$ cat src/design/imu_pkg.sv
`default_nettype none

package imu_pkg;

    // Frame layout
    localparam int unsigned BYTE_W      = 8;
    localparam int unsigned WORD_W      = 16;
    localparam int unsigned SUM_W       = WORD_W + 2;
    localparam int unsigned PAYLOAD_LEN = 22;
    localparam int unsigned WORD_CNT    = PAYLOAD_LEN / 2;
    localparam int unsigned CELL_CNT    = PAYLOAD_LEN - 1;
    localparam int unsigned IDX_W       = $clog2(PAYLOAD_LEN);

    localparam logic [BYTE_W-1:0] HDR_BYTE = 8'hA5;
    localparam logic [IDX_W-1:0]  LAST_IDX = IDX_W'(PAYLOAD_LEN - 1);

    // Word positions inside the payload
    localparam int unsigned W_ACCEL_X = 0;
    localparam int unsigned W_ACCEL_Y = 1;
    localparam int unsigned W_ACCEL_Z = 2;
    localparam int unsigned W_RATE_X  = 3;
    localparam int unsigned W_RATE_Y  = 4;
    localparam int unsigned W_RATE_Z  = 5;
    localparam int unsigned W_YAW     = 6;
    localparam int unsigned W_PITCH   = 7;
    localparam int unsigned W_ROLL    = 8;
    localparam int unsigned W_TEMP    = 9;
    localparam int unsigned W_CHECK   = 10;

    // Header hunt / frame collection states
    typedef enum logic [1:0] {
        ST_HUNT,
        ST_HDR,
        ST_FRAME
    } imu_state_t;

    // Control from the frame sequencer to the datapath
    typedef struct packed {
        logic shift_en;    // payload byte goes into the cell row
        logic last_slot;   // next payload byte closes the frame
        logic frame_done;  // closing byte accepted this cycle
    } imu_ctrl_t;

endpackage

`default_nettype wire

$ cat src/design/imu_frame_ctrl.sv
`default_nettype none

// Header hunt and payload slot counter.
module imu_frame_ctrl (
    input  wire logic                       clk,
    input  wire logic                       rst_n,
    input  wire logic                       accept,
    input  wire logic [imu_pkg::BYTE_W-1:0] rx_byte,
    output imu_pkg::imu_ctrl_t              ctrl
);

    imu_pkg::imu_state_t          state_reg;
    imu_pkg::imu_state_t          state_next;
    logic [imu_pkg::IDX_W-1:0]    idx_reg;
    logic [imu_pkg::IDX_W-1:0]    idx_next;
    logic                         is_hdr;
    logic                         at_last;

    assign is_hdr  = (rx_byte == imu_pkg::HDR_BYTE);
    assign at_last = (idx_reg == imu_pkg::LAST_IDX);

    always_ff @(posedge clk or negedge rst_n)
    begin
        if (!rst_n)
        begin
            state_reg <= imu_pkg::ST_HUNT;
            idx_reg   <= '0;
        end
        else
        begin
            state_reg <= state_next;
            idx_reg   <= idx_next;
        end
    end

    // next state and datapath control
    always_comb
    begin
        state_next      = state_reg;
        idx_next        = idx_reg;
        ctrl.shift_en   = 1'b0;
        ctrl.last_slot  = 1'b0;
        ctrl.frame_done = 1'b0;
        unique case (state_reg)
            imu_pkg::ST_HUNT:
            begin
                if (accept && is_hdr)
                begin
                    state_next = imu_pkg::ST_HDR;
                end
            end
            imu_pkg::ST_HDR:
            begin
                if (accept)
                begin
                    // second header byte opens a frame, anything else restarts
                    state_next = is_hdr ? imu_pkg::ST_FRAME : imu_pkg::ST_HUNT;
                    idx_next   = '0;
                end
            end
            imu_pkg::ST_FRAME:
            begin
                ctrl.last_slot = at_last;
                if (accept)
                begin
                    if (at_last)
                    begin
                        ctrl.frame_done = 1'b1;
                        state_next      = imu_pkg::ST_HUNT;
                        idx_next        = '0;
                    end
                    else
                    begin
                        ctrl.shift_en = 1'b1;
                        idx_next      = idx_reg + 1'b1;
                    end
                end
            end
            default:
            begin
                state_next = imu_pkg::ST_HUNT;
                idx_next   = '0;
            end
        endcase
    end

endmodule

`default_nettype wire

$ cat config.mk
export PLATFORM = sky130hd
export DESIGN_NAME = imu_frame_ctrl
export DESIGN_NICKNAME = d
export VERILOG_FILES = /design/src/design/imu_pkg.sv /design/src/design/imu_frame_ctrl.sv
export SDC_FILE = /design/constraint.sdc
export NUM_CORES = 1
export LEC_CHECK = 0
export BUFFER_PORTS_ARGS = -buffer_cell sky130_fd_sc_hd__buf_2
export CAP_MARGIN = 15
export CELL_PAD_IN_SITES_DETAIL_PLACEMENT = 1
export CELL_PAD_IN_SITES_GLOBAL_PLACEMENT = 1
export CORE_UTILIZATION = 32
export DETAILED_ROUTE_END_ITERATION = 8
export PLACE_DENSITY = 0.78
export SLEW_MARGIN = 10
export SYNTH_ARGS = -nofsm -noshare
export SYNTH_HDL_FRONTEND = slang
export SYNTH_SLANG_ARGS = --single-unit
export TNS_END_PERCENT = 30
$ cat constraint.sdc
create_clock -name clk -period 3.75 [get_ports clk]
set_input_delay 0.75 -clock clk [delete_from_list [all_inputs] [get_ports clk]]
set_output_delay 0.75 -clock clk [all_outputs]
set_load 0.05 [all_outputs]
# Word level (Yosys, flattened, before mapping)
# Index checks and enable logic that the tools add are counted.
[classes]
n_reduce_logical = 4
addsub = 1
bitwise = 1
n_eq_ne = 8
n_mux = 15
[ops]
columns = ["op", "count"]
rows = [
  ["2-to-1 mux 5 bit", 3],
  ["case mux 5 bit (3 select lines)", 1],
  ["2-to-1 mux 2 bit", 5],
  ["== test 8 bit, second input constant", 1],
  ["inequality test 2 bit, second input constant", 4],
  ["case mux 2 bit (3 select lines)", 1],
  ["adder 5 x 1 -> 5 bit, second input constant", 1],
  ["== test 5 bit, second input constant", 1],
  ["2-to-1 mux 1 bit", 4],
  ["AND reduction 4 bit", 1],
  ["2-to-1 mux 3 bit", 1],
  ["AND reduction 3 bit", 1],
  ["== test 2 x 1 -> 1 bit, second input constant", 1],
  ["== test 2 bit, second input constant", 1],
  ["logical NOT 2 bit", 1],
  ["logical AND 1 bit", 1],
  ["inverter 1 bit", 1],
]
[totals]
inputBits = 11
reg_bits = 7
wordCells = 31

# Longest topological paths before layout
[depth]
depth_word = 4
depth_mapped = 5
mapped_depth_nobuf = 5

# Least setup slack after synthesis
# No wires, ideal clock.
[synth_path]
kind = "input-to-output"
start = "input accept"
end = "output ctrl[0] in the netlist's numbering"
required_ps = 3000
cell_stages = 3
arrival_ps = 1611
path_slack_ps = 1389
path_cell_list = "buf_2 -> nand2_1 -> nor2_1"
[synth_lines]
columns = ["item", "line", "rtl"]
rows = [
  ["start: declaration", "imu_frame_ctrl.sv:7", "input wire logic accept,"],
  ["end: declaration", "imu_frame_ctrl.sv:9", "output imu_pkg::imu_ctrl_t ctrl"],
]

==> impl_metrics.csv <==
group,metric,value,unit
setup_path,r2r_start,"idx_reg[1]$_DFFE_PN0P_",
final_layout,largest_reg_flops,5,
final_layout,area_growth,22.54,%
yosys,ys_warn_count,0,
clock_tree,post_cts_resized,0,
sta,fin_crit_sh,63.66,%
clock_tree,cts_hold_buffers,0,
floorplanning,ios,14,
setup_path,cp-startpoint,"idx_reg[0]$_DFFE_PN0P_",
clock_tree,cts_tree,"done",
run,cap_violations,0,
hold_path,min_path_type,"in -> async",
floorplanning,floorplan.initialDensity,34.13,%
setup_path,end_kind,"primary output",
route,drtPass1Iterations,4,
sta,finalSetupTns,0,ps
global_routing,grt_antenna_before_repair,0,
sta,finalHoldViolCount,0,
yosys,synth_compound_area_share,23.10,%
final_layout,stdcell_count,81,
power,power_density,296.6,mW/mm2
sta,clock_skew,0.1238,ps
final_layout,final_layout_size_suffix_gt1_share,27.27,%
setup_path,ff2ff_path_depth,5,
setup_path,arrival,1640,ps
sta,worstMarginPinSlew,345.4,ps
final_layout,finalInstanceArea,544.3,um2
placed_design,gp_congestion,0.7862,
route,routed_wirelength,1133,um
setup_path,crit_required,3000,ps
yosys,synthAdderAreaFrac,5.634,%
route,vias,429,
global_routing,first_global_vias,430,
floorplanning,dieArea,0.001541,mm2
sta,setup_viol,0,
placed_design,dpl.hpwl,880.2,um
setup_path,worstPathCellList,"ha_1, nand4b_1, nand3_1, inv_1, buf_2",
yosys,synth_top_family_by_area,"simple AND/OR/NAND/NOR gates",
clock_tree,cts-root-buf,"clkbuf_4",
power,leakage,0.0002451,uW
clock_tree,cts_buffers,3,
clock_tree,clk_latency,260,ps
setup_path,crit_buf_inv,2,
sta,relSlewSlack,76.66,%
route,viasPerCell,5.296,
placed_design,io_buffer_count,13,
floorplanning,coreArea,0.001301,mm2
yosys,ys_types,20,
route,wl_per_cell,13.99,um
setup_path,cpPeakStageDelay,440,ps
yosys,ys_seq_area_share,39.44,%
global_routing,overflow,0,
yosys,synthXorXnorAreaFrac,0,%
setup_path,slowest_stage,"dfrtp_1",
clock_tree,path_clk_slew,60,ps
route,ant_nets,0,
floorplanning,die_h,39.26,um
setup_path,cp.depth,5,
setup_path,cp-start-kind,"flip-flop",
sta,rsz0062_at_grt,"false",
placed_design,placed_cell_area,518.0,um2
clock_tree,clock_sinks,7,
placed_design,dpl.cell_count,77,
clock_tree,htreeDepth,1,
status,status,"completed",
yosys,synth-seq-cells,7,
floorplanning,num_rows,13,
yosys,yosys.area_share.simple,26.20,%
route,drc,0,
yosys,synth_area,444.2,um2
sta,max_freq,418.9,MHz
clock_tree,clockBufferDepth,2,
final_layout,fin_nets,80,
setup_path,worstSetupPathType,"reg -> out",
route,drtIter0Drc,7,
floorplanning,die_x,39.26,um
sta,fin_crit,2387,ps
sta,final_max_slew_viol_count,0,
setup_path,cpLargestDelayFamily,"flip-flops",
clock_tree,post_cts_buffers,0,
final_layout,diodes,0,
power,irDropWorstVdd,0.0001547,V
global_routing,grt_max_degree,13,
yosys,synth_mux_area_share,0,%
global_routing,grtUsageTotal,19.50,%
yosys,syn_area_per_cell,8.709,um2
setup_path,crit_fanout,6,
yosys,syn_nets,64,
yosys,syn_inst,51,
global_routing,grt_pass1_wl,1911,um
-- through the flow --
step | util, % | worst slack, ps | hold WS (ps) | total power, uW
after floorplan | - | 1389 | 454.4 | 83.48
after global placement | 39.81 | 1616 | 486.8 | 90.36
final | 41.83 | 1363 | 316.9 | 161.4
after global routing | 41.83 | 1246 | 314.6 | 171.3
after CTS | 41.83 | 1348 | 321.5 | 163.5
after detailed placement | 39.81 | 1578 | 494.0 | 91.13
-- worst register-to-register path, stage by stage, from the launching register on --
cell and delay, ps:
dfrtp_1 430, inv_1 80, ha_1 140, nand4b_1 250, a211oi_1 280, o21ai_0 110
-- worst paths after layout --
| check | to | slack (ps) |
|---|---|---|
| worst max-delay path | ctrl[2] | 1360 |
| worst min-delay path | state_reg[1]$_DFFE_PN0P_ | 320 |
| worst max register to register | idx_reg[4]$_DFFE_PN0P_ | 2340 |
| worst min register to register | idx_reg[3]$_DFFE_PN0P_ | 500 |
| max in group asynchronous | idx_reg[0]$_DFFE_PN0P_ | 3280 |
| min in group clk | idx_reg[3]$_DFFE_PN0P_ | 500 |
-- cells in the mapped netlist (all sizes together) --
master | instances | area [um2]
o21ai | 9 | 45.04
dfrtp | 7 | 175.2
nand2 | 7 | 26.28
inv | 4 | 15.01
a21oi | 2 | 10.01
ha | 2 | 25.02
nand3 | 2 | 10.01
nand4 | 2 | 12.51
nand4b | 2 | 17.52
nor2 | 2 | 7.510
nor4bb | 2 | 20.02
o31ai | 2 | 15.01
a211oi | 1 | 7.510
a41oi | 1 | 8.760
and2b | 1 | 8.760
buf | 1 | 5.000
clkbuf | 1 | 5.000
nor2b | 1 | 6.260
o311ai | 1 | 16.27
or4 | 1 | 7.510
-- cell families after synthesis --
kind of cell | count (synthesis)
buffers and inverters | 6
DFF | 7
and+or+nand+nor | 20
AOI/OAI and AO/OA | 16
adders and majority gates | 2
-- cell usage in the layout, fill, tap and decap left out, types with 3 or more instances in the layout --
cell type   n
nand2_1     7
dfrtp_1     7
buf_2      13
inv_1       4
o21ai_0     9
clkbuf_4    3
-- final cells by class --
cell class                      count  area (um2)
Clock buffer                        4       26.28
Fill cell                         178       757.0
Inverter                            4       15.01
Multi-Input combinational cell     38       244.0
Sequential cell                     7       175.2
Tap cell                           15       18.77
Timing Repair Buffer               13       65.06
-- routing by layer --
layer	wire length, um	up-vias	track usage (%)
met4	45	0	15.52
met2	528	11	29.17
met1	532	197	24.30
met5	0	-	0
li1	-	217	-
met3	26	4	3.409
-- power by group --
part,switching (uW),total [uW],leakage [uW],internal [uW]
registers,1.23,77.5,0.0000929,76.3
clock network,31.2,72.0,0.0000150,40.8
logic,6.26,11.9,0.000137,5.61
total,38.7,161,0.000245,123
(Power assumes the default switching activity.)
